`src/design/lsd_pkg.sv`:
```
// Shared types, constants and code functions for the low speed data codec.
`default_nettype none
package lsd_pkg;

  localparam int unsigned NUM_LANES = 2;
  localparam int unsigned DATA_W    = 8;
  localparam int unsigned CW_W      = 16;
  localparam int unsigned LIMIT_W   = 5;
  localparam int unsigned CNT_W     = 5;

  localparam logic [LIMIT_W-1:0] ERR_LIMIT_RST = 5'd4;
  localparam logic [DATA_W-1:0]  LAST_CAND     = 8'hFF;

  localparam logic OP_DECODE = 1'b0;
  localparam logic OP_ENCODE = 1'b1;

  localparam logic [DATA_W-1:0] GEN_ROWS [DATA_W] = '{
    8'h39, 8'h72, 8'hE4, 8'hF1, 8'hDB, 8'h8F, 8'h27, 8'h4E
  };

  typedef struct packed {
    logic        op;
    logic [31:0] received_word;
  } in_t;

  typedef struct packed {
    logic [31:0] result_word;
    logic [7:0]  first_data;
    logic [7:0]  second_data;
    logic        first_matched;
    logic        second_matched;
  } out_t;

  typedef struct packed {
    logic            done;
    logic            matched;
    logic [CW_W-1:0] word;
  } lane_res_t;

  function automatic logic [DATA_W-1:0] parity_of(input logic [DATA_W-1:0] d);
    logic [DATA_W-1:0] p;
    p = '0;
    for (int i = 0; i < DATA_W; i++) begin
      if (d[i]) begin
        p = p ^ GEN_ROWS[i];
      end
    end
    return p;
  endfunction

  function automatic logic [CNT_W-1:0] popcount16(input logic [CW_W-1:0] v);
    logic [CNT_W-1:0] c;
    c = '0;
    for (int i = 0; i < CW_W; i++) begin
      c = c + CNT_W'(v[i]);
    end
    return c;
  endfunction

endpackage
`default_nettype wire

```
`src/design/lsd_lane.sv`:
```
// One decode lane: sweeps candidate bytes and keeps the first close codeword.
`default_nettype none
module lsd_lane (
  input  wire                        clk,
  input  wire                        rst_n,
  input  wire                        start,
  input  wire [15:0]                 cw,
  input  wire [4:0]                  limit,
  output lsd_pkg::lane_res_t         res
);
  import lsd_pkg::*;

  logic [CW_W-1:0]   cw_r, cw_nxt;
  logic [DATA_W-1:0] cnt_r, cnt_nxt;
  logic              busy_r, busy_nxt;
  logic              done_r, done_nxt;
  logic              matched_r, matched_nxt;
  logic [CW_W-1:0]   word_r, word_nxt;
  logic [CW_W-1:0]   cand;
  logic              hit;

  assign cand = {cnt_r, parity_of(cnt_r)};
  assign hit  = popcount16(cand ^ cw_r) < limit;

  always_comb begin
    cw_nxt      = cw_r;
    cnt_nxt     = cnt_r;
    busy_nxt    = busy_r;
    done_nxt    = done_r;
    matched_nxt = matched_r;
    word_nxt    = word_r;
    if (start) begin
      cw_nxt   = cw;
      cnt_nxt  = '0;
      busy_nxt = 1'b1;
      done_nxt = 1'b0;
    end else if (busy_r) begin
      if (hit) begin
        word_nxt    = cand;
        matched_nxt = 1'b1;
        done_nxt    = 1'b1;
        busy_nxt    = 1'b0;
      end else if (cnt_r == LAST_CAND) begin
        word_nxt    = cw_r;
        matched_nxt = 1'b0;
        done_nxt    = 1'b1;
        busy_nxt    = 1'b0;
      end else begin
        cnt_nxt = cnt_r + 1'b1;
      end
    end
  end

  always_ff @(posedge clk) begin
    if (!rst_n) begin
      busy_r <= 1'b0;
      done_r <= 1'b0;
    end else begin
      busy_r <= busy_nxt;
      done_r <= done_nxt;
    end
    cw_r      <= cw_nxt;
    cnt_r     <= cnt_nxt;
    matched_r <= matched_nxt;
    word_r    <= word_nxt;
  end

  assign res = '{done: done_r, matched: matched_r, word: word_r};

endmodule
`default_nettype wire

```
`src/design/lsd_merge.sv`:
```
// Merge stage: joins lane results or encodes stored bytes into the output register.
`default_nettype none
module lsd_merge (
  input  wire                 clk,
  input  wire                 rst_n,
  input  wire                 load,
  input  wire                 op,
  input  lsd_pkg::lane_res_t  res_hi,
  input  lsd_pkg::lane_res_t  res_lo,
  output logic                can_load,
  output logic                out_valid,
  input  wire                 out_ready,
  output lsd_pkg::out_t       out_data
);
  import lsd_pkg::*;

  logic [DATA_W-1:0] stored_first_r, stored_first_nxt;
  logic [DATA_W-1:0] stored_second_r, stored_second_nxt;
  logic              out_valid_r, out_valid_nxt;
  out_t              out_r, out_nxt;
  logic [CW_W-1:0]   hi, lo;

  assign can_load = !out_valid_r || out_ready;

  always_comb begin
    stored_first_nxt  = stored_first_r;
    stored_second_nxt = stored_second_r;
    out_valid_nxt     = out_valid_r && !out_ready;
    out_nxt           = out_r;
    if (op == OP_DECODE) begin
      hi = res_hi.word;
      lo = res_lo.word;
    end else begin
      hi = {stored_first_r, parity_of(stored_first_r)};
      lo = {stored_second_r, parity_of(stored_second_r)};
    end
    if (load) begin
      out_valid_nxt          = 1'b1;
      out_nxt.result_word    = {hi, lo};
      out_nxt.first_data     = hi[CW_W-1:DATA_W];
      out_nxt.second_data    = lo[CW_W-1:DATA_W];
      out_nxt.first_matched  = (op == OP_DECODE) && res_hi.matched;
      out_nxt.second_matched = (op == OP_DECODE) && res_lo.matched;
      if (op == OP_DECODE) begin
        stored_first_nxt  = hi[CW_W-1:DATA_W];
        stored_second_nxt = lo[CW_W-1:DATA_W];
      end
    end
  end

  always_ff @(posedge clk) begin
    if (!rst_n) begin
      out_valid_r     <= 1'b0;
      stored_first_r  <= '0;
      stored_second_r <= '0;
    end else begin
      out_valid_r     <= out_valid_nxt;
      stored_first_r  <= stored_first_nxt;
      stored_second_r <= stored_second_nxt;
    end
    out_r <= out_nxt;
  end

  assign out_valid = out_valid_r;
  assign out_data  = out_r;

endmodule
`default_nettype wire

```
`src/design/lsd_cyclic_16_8_codec.sv`:
```
// Top level of the (16,8) cyclic low speed data codec.
// Usage:
//   Input channel in_valid/in_ready/in_data carries op and a 32-bit word of
//   two codewords (data1, parity1, data2, parity2 from the top byte down).
//   Decode (op 0) corrects each codeword in its own lane; encode (op 1)
//   rebuilds both codewords from the bytes stored by the last decode.
//   Output channel out_valid/out_ready/out_data returns one transaction per
//   input transaction, in order.
//   cfg_we/cfg_wdata writes error_limit; write it only while idle.
// Timing:
//   One transaction at a time. Each lane tests one candidate byte per cycle,
//   so decode time is set by the position of the first accepted candidate
//   in the 256-entry sweep; encode skips the sweep and goes straight to the
//   output load. in_ready is high again the cycle after the result loads.
//   A result waiting in the output register does not block the next accept;
//   only a finished sweep or an encode waits for that register to free up.
// Reset: synchronous, active low; clears control, stored bytes to zero and
//   error_limit to 4.
`default_nettype none
module lsd_cyclic_16_8_codec (
  input  wire                 clk,
  input  wire                 rst_n,
  input  wire                 in_valid,
  output logic                in_ready,
  input  lsd_pkg::in_t        in_data,
  output logic                out_valid,
  input  wire                 out_ready,
  output lsd_pkg::out_t       out_data,
  input  wire                 cfg_we,
  input  wire [4:0]           cfg_wdata
);
  import lsd_pkg::*;

  typedef enum logic [2:0] {
    ST_IDLE = 3'b001,
    ST_RUN  = 3'b010,
    ST_DONE = 3'b100
  } state_t;

  state_t             state_r, state_nxt;
  logic               op_r, op_nxt;
  logic [LIMIT_W-1:0] limit_r;
  logic               accept;
  logic               start;
  logic               load;
  logic               can_load;
  lane_res_t          res [NUM_LANES];

  assign accept   = in_valid && in_ready;
  assign in_ready = (state_r == ST_IDLE);
  assign start    = accept && (in_data.op == OP_DECODE);
  assign load     = (state_r == ST_DONE) && can_load;

  always_comb begin
    state_nxt = state_r;
    op_nxt    = op_r;
    unique case (state_r)
      ST_IDLE: begin
        if (accept) begin
          op_nxt    = in_data.op;
          state_nxt = (in_data.op == OP_DECODE) ? ST_RUN : ST_DONE;
        end
      end
      ST_RUN: begin
        if (res[0].done && res[1].done) begin
          state_nxt = ST_DONE;
        end
      end
      ST_DONE: begin
        if (can_load) begin
          state_nxt = ST_IDLE;
        end
      end
      default: state_nxt = ST_IDLE;
    endcase
  end

  always_ff @(posedge clk) begin
    if (!rst_n) begin
      state_r <= ST_IDLE;
      limit_r <= ERR_LIMIT_RST;
    end else begin
      state_r <= state_nxt;
      if (cfg_we) begin
        limit_r <= cfg_wdata;
      end
    end
    op_r <= op_nxt;
  end

  lsd_lane u_lane_hi (
    .clk   (clk),
    .rst_n (rst_n),
    .start (start),
    .cw    (in_data.received_word[31:16]),
    .limit (limit_r),
    .res   (res[0])
  );

  lsd_lane u_lane_lo (
    .clk   (clk),
    .rst_n (rst_n),
    .start (start),
    .cw    (in_data.received_word[15:0]),
    .limit (limit_r),
    .res   (res[1])
  );

  lsd_merge u_merge (
    .clk       (clk),
    .rst_n     (rst_n),
    .load      (load),
    .op        (op_r),
    .res_hi    (res[0]),
    .res_lo    (res[1]),
    .can_load  (can_load),
    .out_valid (out_valid),
    .out_ready (out_ready),
    .out_data  (out_data)
  );

endmodule
`default_nettype wire

```
`config.mk`:
```
export PLATFORM = sky130hd
export DESIGN_NAME = lsd_cyclic_16_8_codec
export DESIGN_NICKNAME = d
export VERILOG_FILES = /design/src/design/lsd_pkg.sv /design/src/design/lsd_lane.sv /design/src/design/lsd_merge.sv /design/src/design/lsd_cyclic_16_8_codec.sv
export SDC_FILE = /design/constraint.sdc
export NUM_CORES = 1
export LEC_CHECK = 0
export BUFFER_PORTS_ARGS = -buffer_cell sky130_fd_sc_hd__buf_4
export CAP_MARGIN = 10
export CORE_MARGIN = 4
export CORE_UTILIZATION = 40
export CTS_BUF_LIST = sky130_fd_sc_hd__clkbuf_4 sky130_fd_sc_hd__clkbuf_8
export CTS_CLUSTER_SIZE = 20
export DETAILED_ROUTE_END_ITERATION = 10
export PLACE_DENSITY_LB_ADDON = 0.12
export SLEW_MARGIN = 30
export SYNTH_ARGS = -nofsm -noshare
export SYNTH_HDL_FRONTEND = slang
export SYNTH_SLANG_ARGS = --single-unit
```
`constraint.sdc`:
```
create_clock -name clk -period 9.24 [get_ports clk]
set_input_delay 0.924 -clock clk [delete_from_list [all_inputs] [get_ports clk]]
set_output_delay 0.924 -clock clk [all_outputs]
set_load 0.02 [all_outputs]
```
# --- Word level (Yosys, flattened, before mapping) ---
# Index checks and enable logic that the tools add are counted.
word_totals:
  regBits: 162
  word_cells: 197
classes:
  n_addsub: 32
  order_cmp: 2
  reduce_logical: 22
  bitwise: 38
  mux: 72
  n_eq_ne: 8
op_table:
  columns: ["op", "n"]
  rows:
  - ["8-bit two-way mux", 30]
  - ["5-bit by 1-bit adder with 5-bit output", 28]
  - ["16-bit two-way mux", 6]
  - ["7-bit two-way mux", 8]
  - ["6-bit two-way mux", 8]
  - ["4-bit inverter", 12]
  - ["5-bit inverter", 8]
  - ["16-bit bitwise XOR", 2]
  - ["6-bit inverter", 4]
  - ["8-bit by 1-bit adder with 8-bit output (second input constant)", 2]
  - ["8-bit equality test (second input constant)", 2]
  - ["3-bit inverter with 4-bit output", 4]
  - ["1-bit two-way mux", 15]
  - ["3-bit AND reduction", 5]
  - ["3-bit two-way mux", 4]
  - ["5-bit less-than comparator", 2]
  - ["3-bit one-hot mux with 3 select lines", 1]
  - ["1-bit inverter", 8]
  - ["2-bit AND reduction", 4]
  - ["1-bit logical AND", 7]
  - ["1-bit by 1-bit adder with 2-bit output", 2]
  - ["2-bit inequality test (second input constant)", 2]
  - ["2-bit nonzero test", 2]
  - ["3-bit by 1-bit equality test with 1-bit output (second input constant)", 1]
  - ["6 further kinds", 7]

# --- Depth between registers and ports, before layout ---
depth:
  ltp_word: 35
  mapped_depth: 26
  depth_no_buf: 22

# --- Hierarchy ---
# Synthesis repeated with hierarchy kept, for this count alone.
unflattened:
  cells_unflattened: 684
  area_unflattened_um2: 7958.9
modules_own_cells:
  columns: ["mod", "cells_per_inst", "seq_area_each_um2", "instances", "area_per_inst_um2"]
  rows:
  - ["lsd_merge", 203, 1361.3, 1, 2560.0]
  - ["lsd_lane (u_lane_lo)", 223, 1191.1, 1, 2523.7]
  - ["lsd_lane (u_lane_hi)", 223, 1191.1, 1, 2488.6]
  - ["lsd_cyclic_16_8_codec", 35, 190.2, 1, 386.6]

# --- Worst setup path after synthesis ---
# OpenSTA, ideal clock, no wires.
synth_path:
  kind: "flip-flop to flip-flop"
  startpoint: "reg u_lane_hi.cnt_r[4]"
  endpoint: "reg u_lane_hi.matched_r (enable)"
  path_slack_ns: 2.392
  t_arrival_ns: 6.458
  stages_incl_launch_ff: 26
  synth_period_minus_slack_ns: 6.848
  required_time_ns: 8.850
  n_path_buf: 3
  path_cell_list: "dfxtp_1 -> buf_2 -> xor2_1 -> xnor2_1 -> xnor2_1 -> xnor2_1 -> ha_1 -> fa_1 -> fa_1 -> inv_1 -> fa_1 -> fa_1 -> inv_1 -> fa_1 -> inv_1 -> fa_1 -> nor2b_1 -> o21a_1 -> ha_1 -> a21o_1 -> a31o_1 -> buf_6 -> inv_2 -> buf_2 -> o21ai_0 -> nor2_1"
synth_between:
  elab_chain_cells: 26
  elab_cells_between_ends: 27
  classes_between: "15 x add/sub; 1 x order compare; 1 x eq/ne; 4 x mux; 4 x bitwise; 2 x reduce/logical"
synth_rtl:
  columns: ["item", "line_no", "source"]
  rows:
  - ["start: declaration", "lsd_lane.sv:14", "logic [DATA_W-1:0] cnt_r, cnt_nxt;"]
  - ["start signal: assignment", "lsd_lane.sv:63", "cnt_r <= cnt_nxt;"]
  - ["8-bit two-way mux", "lsd_pkg.sv:44", "if (d[i]) begin"]
  - ["5-bit inverter (no source line)", null, null]
  - ["8-bit two-way mux", "lsd_pkg.sv:44", null]
  - ["4-bit inverter (no source line)", null, null]
  - ["6-bit two-way mux", "lsd_pkg.sv:44", null]
  - ["4-bit inverter (no source line)", null, null]
  - ["7-bit two-way mux", "lsd_pkg.sv:44", null]
  - ["16-bit bitwise XOR", "lsd_lane.sv:23", "assign hit = popcount16(cand ^ cw_r) < limit;"]
  - ["1-bit by 1-bit adder with 2-bit output", "lsd_pkg.sv:55", "c = c + CNT_W'(v[i]);"]
  - ["5-bit by 1-bit adder with 5-bit output (14 in series)", "lsd_pkg.sv:55", null]
  - ["5-bit less-than comparator", "lsd_lane.sv:23", null]
  - ["2-bit nonzero test (no source line) *", null, null]
  - ["3-bit AND reduction (no source line) *", null, null]
  - ["end signal: assignment", "lsd_lane.sv:64", "matched_r <= matched_nxt;"]
  - ["end: declaration", "lsd_lane.sv:17", "logic matched_r, matched_nxt;"]
# Every way passes the cells marked *; elsewhere a longest branch is shown, timed or not.
# A chain may end at the register's enable or synchronous reset.

# --- Worst setup path after layout ---
layout_path:
  startpoint: "reg u_lane_lo.cnt_r[4]"
  endpoint: "reg u_lane_lo.word_r[6] (enable)"
layout_between:
  elab_chain_cells: 26
  elab_cells_between_ends: 27
  classes_between: "15 x add/sub; 1 x order compare; 1 x eq/ne; 4 x mux; 4 x bitwise; 2 x reduce/logical"
layout_rtl:
  columns: ["item", "line_no", "source"]
  rows:
  - ["start: declaration", "lsd_lane.sv:14", null]
  - ["start signal: assignment", "lsd_lane.sv:63", null]
  - ["8-bit two-way mux", "lsd_pkg.sv:44", null]
  - ["5-bit inverter (no source line)", null, null]
  - ["8-bit two-way mux", "lsd_pkg.sv:44", null]
  - ["4-bit inverter (no source line)", null, null]
  - ["6-bit two-way mux", "lsd_pkg.sv:44", null]
  - ["4-bit inverter (no source line)", null, null]
  - ["7-bit two-way mux", "lsd_pkg.sv:44", null]
  - ["16-bit bitwise XOR", "lsd_lane.sv:23", null]
  - ["1-bit by 1-bit adder with 2-bit output", "lsd_pkg.sv:55", null]
  - ["5-bit by 1-bit adder with 5-bit output (14 in series)", "lsd_pkg.sv:55", null]
  - ["5-bit less-than comparator", "lsd_lane.sv:23", null]
  - ["2-bit nonzero test (no source line) *", null, null]
  - ["3-bit AND reduction (no source line) *", null, null]
  - ["end signal: assignment", "lsd_lane.sv:65", "word_r <= word_nxt;"]
  - ["end: declaration", "lsd_lane.sv:18", "logic [CW_W-1:0] word_r, word_nxt;"]
# Marked as above.

==> metrics.md <==
| Metric | Value |
|---|---|
| H-Tree Level Count | `4` |
| Post-Synthesis Cells | `685` |
| Critical path start-end classification | `reg -> reg` |
| Critical Path Most Common Cell | `sky130_fd_sc_hd__fa_1` |
| Setup total negative slack | `0 ps` |
| Post-Synthesis Mean Instance Area | `11.4 µm²` |
| Post_cts resized | `0` |
| Drt first pass iters | `4` |
| Core Region | `19000 µm²` |
| Total length of routed wires | `15300 µm` |
| Worst Setup Start Kind | `register` |
| Critical path, cell by cell | `xor2_1 -> xnor2_1 -> xnor2_1 -> xnor2_1 -> ha_1 -> fa_1 -> fa_1 -> inv_1 -> fa_1 -> fa_1 -> inv_1 -> fa_1 -> inv_1 -> fa_1 -> nor2b_1 -> o21a_1 -> ha_1 -> a21o_1 -> a31o_1 -> inv_2 -> o21ai_0 -> nor2_2` |
| Count of clock tree sinks | `146` |
| Dominant synthesized flop cell | `sky130_fd_sc_hd__edfxtp_1` |
| Total count of max-transition violations in the final report | `0` |
| ANT cells | `0` |
| Routability cong. | `0.851` |
| Die outline width | `148 µm` |
| Full die area | `21800 µm²` |
| Number of enable flip-flop cells after synthesis | `101` |
| Synthesis Warnings | `0` |
| Netlist area before placement | `7790 µm²` |
| Wire length of the first global-routing pass | `25200 µm` |
| Final setup slack of the worst path | `1750 ps` |
| Worst min-delay path class | `reg -> reg` |
| Via count of the first global-routing pass | `4898` |
| RSZ-0062 raised after global routing | `no` |
| TritonCTS clock tree | `yes` |
| Antenna violations before repair | `0` |
| Overflow left after global routing | `0` |
| Routed wirelength normalized by instance count | `15.0 µm` |
| Remaining max-slew budget at the tightest pin | `40.3%` |
| Hold buffers post-CTS | `0` |
| Post-synthesis register bit count | `146` |
| Achievable clock frequency | `133 MHz` |
| Max incr delay on CP | `630 ps` |
| Clock-pin slew reported for the worst setup and hold paths after clock tree synthesis | `80 ps` |
| Clock Skews | `14.7 ps` |
| Crit path DAT | `7560 ps` |
| Proportion of synthesized flip-flops having asynchronous set or reset | `0%` |
| Buffers inserted during post-CTS setup optimization | `0` |
| Layout overhead on the synthesized area | `14.6%` |
| Overall fraction of global-route tracks in use | `14.5%` |
| Hold Slack | `476 ps` |
| Count of buffers from port buffering | `94` |
| Post-DRT Antenna Nets | `0` |
| Pin count of the biggest net entering global routing | `45` |
| Final number of hold-violating endpoints | `0` |
| Clock latency reported for the late side of the worst-skew pair | `450 ps` |
| Critical path capture point type | `register` |
| Netlist cell types | `47` |
| Number of buffers inserted during clock tree synthesis | `17` |
| DRC violations left | `0` |
| Number of standard-cell rows in the floorplan | `50` |
| Maximum Capacitance Violations | `0` |
| Die outline height | `148 µm` |
| Final setup violating endpoints | `0` |
| Period minus WS final | `7490 ps` |
| Final nets | `836` |
| Effective utilization at floorplan | `41.1%` |
| Worst slack at placement | `1770 ps` |
| Slowest cell on the critical path | `sky130_fd_sc_hd__nor2_2` |
| Highest fanout seen on the critical path | `27` |
| Count of vias placed by the detailed router | `4852` |
| DR vias/cell | `4.75` |
| Share of the yosys chip area belonging to registers | `50.5%` |
| Nets in the synthesized netlist | `772` |
| Part of the cycle the worst path needs | `81.1%` |
| Bufs on Longest Clock Path | `2` |
| Worst Path Required | `9310 ps` |
| Cell chosen for the clock root | `sky130_fd_sc_hd__clkbuf_8` |
| Status | `completed` |
| DRC violation total after the first TritonRoute iteration | `157` |
| Placed wire-length estimate after detailed placement | `11300 µm` |
| Measured slew at the worst slew-check pin | `890 ps` |
| Fraction of layout cells with a size suffix above 1 | `21.3%` |
| I/O pin count | `95` |
through the flow:
stage               cell area, µm²  utilization [%]  instances
floorplan                     7790                -        685
global placement              8530             45.0        990
detailed placement            8530             45.0        990
CTS                           8920             47.1       1022
global route                  8920             47.1       1022
finish                        8920             47.1       1022
critical path: cells and delay by family (launching register included):
kind | cells | cell delay (ps)
compound gates | 4 | 1010
simple gates | 2 | 680
xor+xnor | 4 | 920
fa+ha+maj | 8 | 3320
buf+inv | 4 | 610
flops | 1 | 550
worst paths after layout:
check	from	endpoint	slack, ps	cells past startpoint
setup / recovery	u_lane_lo.cnt_r[4]$_SDFFE_PP0P_	u_lane_lo.word_r[6]$_DFFE_PP_	1750	22
hold / removal	u_lane_lo.done_r$_SDFFE_PP0P_	u_lane_lo.done_r$_SDFFE_PP0P_	480	2
setup reg to reg	u_lane_lo.cnt_r[4]$_SDFFE_PP0P_	u_lane_lo.word_r[6]$_DFFE_PP_	1750	22
hold reg to reg	u_lane_lo.done_r$_SDFFE_PP0P_	u_lane_lo.done_r$_SDFFE_PP0P_	480	2
cells by family (layout without fill, tap and decap cells):
family | after synthesis | after routing | synth area share, %
mux | 34 | 34 | 4.76
flops | 146 | 146 | 50.5
buf+inv | 89 | 166 | 5.83
fa+ha+maj | 44 | 44 | 9.00
simple gates | 169 | 169 | 10.6
compound gates | 93 | 93 | 6.96
xor+xnor | 110 | 110 | 12.4
cells in the mapped netlist (14+ instances only):
cell type | n | area [µm²]
sky130_fd_sc_hd__edfxtp_1 | 101 | 3030
sky130_fd_sc_hd__nand2_1 | 96 | 360
sky130_fd_sc_hd__xnor2_1 | 83 | 727
sky130_fd_sc_hd__dfxtp_1 | 45 | 901
sky130_fd_sc_hd__inv_1 | 34 | 128
sky130_fd_sc_hd__o21ai_0 | 32 | 160
sky130_fd_sc_hd__a21oi_1 | 29 | 145
sky130_fd_sc_hd__xor2_1 | 27 | 236
sky130_fd_sc_hd__ha_1 | 24 | 300
sky130_fd_sc_hd__mux2_2 | 24 | 270
sky130_fd_sc_hd__buf_4 | 20 | 150
sky130_fd_sc_hd__fa_1 | 20 | 400
sky130_fd_sc_hd__nor2b_1 | 18 | 113
sky130_fd_sc_hd__clkbuf_1 | 14 | 52.6
sky130_fd_sc_hd__nor2_1 | 14 | 52.6
routing by layer:
metal  vias up  GRT usage, %  part of all wire, %  wire length (µm)
li1       2434             -                    -                 -
met1      2274          21.0                   50              7690
met2       130          21.6                   43              6590
met3        14          3.83                  5.5               836
met4         0          4.01                  1.3               192
met5         -             0                    0                 0
flip-flops by register name, summed over array words and instances, names as in the netlist, 16 cells and up:
signal	count
u_lane_hi.word_r	16
u_lane_lo.cw_r	16
u_merge.out_data	34
u_lane_lo.word_r	16
u_lane_hi.cw_r	16
layout by cell type, fill, tap and decap left out, types with 4 or more instances in the layout:
cell,instances
sky130_fd_sc_hd__a21boi_0,8
sky130_fd_sc_hd__a21o_1,4
sky130_fd_sc_hd__a21oi_1,29
sky130_fd_sc_hd__buf_4,97
sky130_fd_sc_hd__clkbuf_8,20
sky130_fd_sc_hd__clkinvlp_4,4
sky130_fd_sc_hd__dfxtp_1,45
sky130_fd_sc_hd__edfxtp_1,101
sky130_fd_sc_hd__fa_1,20
sky130_fd_sc_hd__ha_1,24
sky130_fd_sc_hd__inv_1,34
sky130_fd_sc_hd__mux2_2,24
sky130_fd_sc_hd__mux2i_1,10
sky130_fd_sc_hd__nand2_1,96
sky130_fd_sc_hd__nand3_1,5
sky130_fd_sc_hd__nand4_1,5
sky130_fd_sc_hd__nor2_1,11
sky130_fd_sc_hd__nor2b_1,18
sky130_fd_sc_hd__o21a_1,5
sky130_fd_sc_hd__o21ai_0,32
sky130_fd_sc_hd__or3_1,11
sky130_fd_sc_hd__xnor2_1,83
sky130_fd_sc_hd__xor2_1,27
cell type report:
type                       instances  area (µm²)
inverter                          37         139
fill                            1770       10000
clock buffer                      21         283
clock inverter                    11         105
tap                              260         325
multi-input combinational        450        3410
timing repair buffer              97         728
sequential                       146        3930
Power is left out: the tool's default activity adds up to more than one toggle a clock period on the data nets, which glitch-free logic cannot reach.
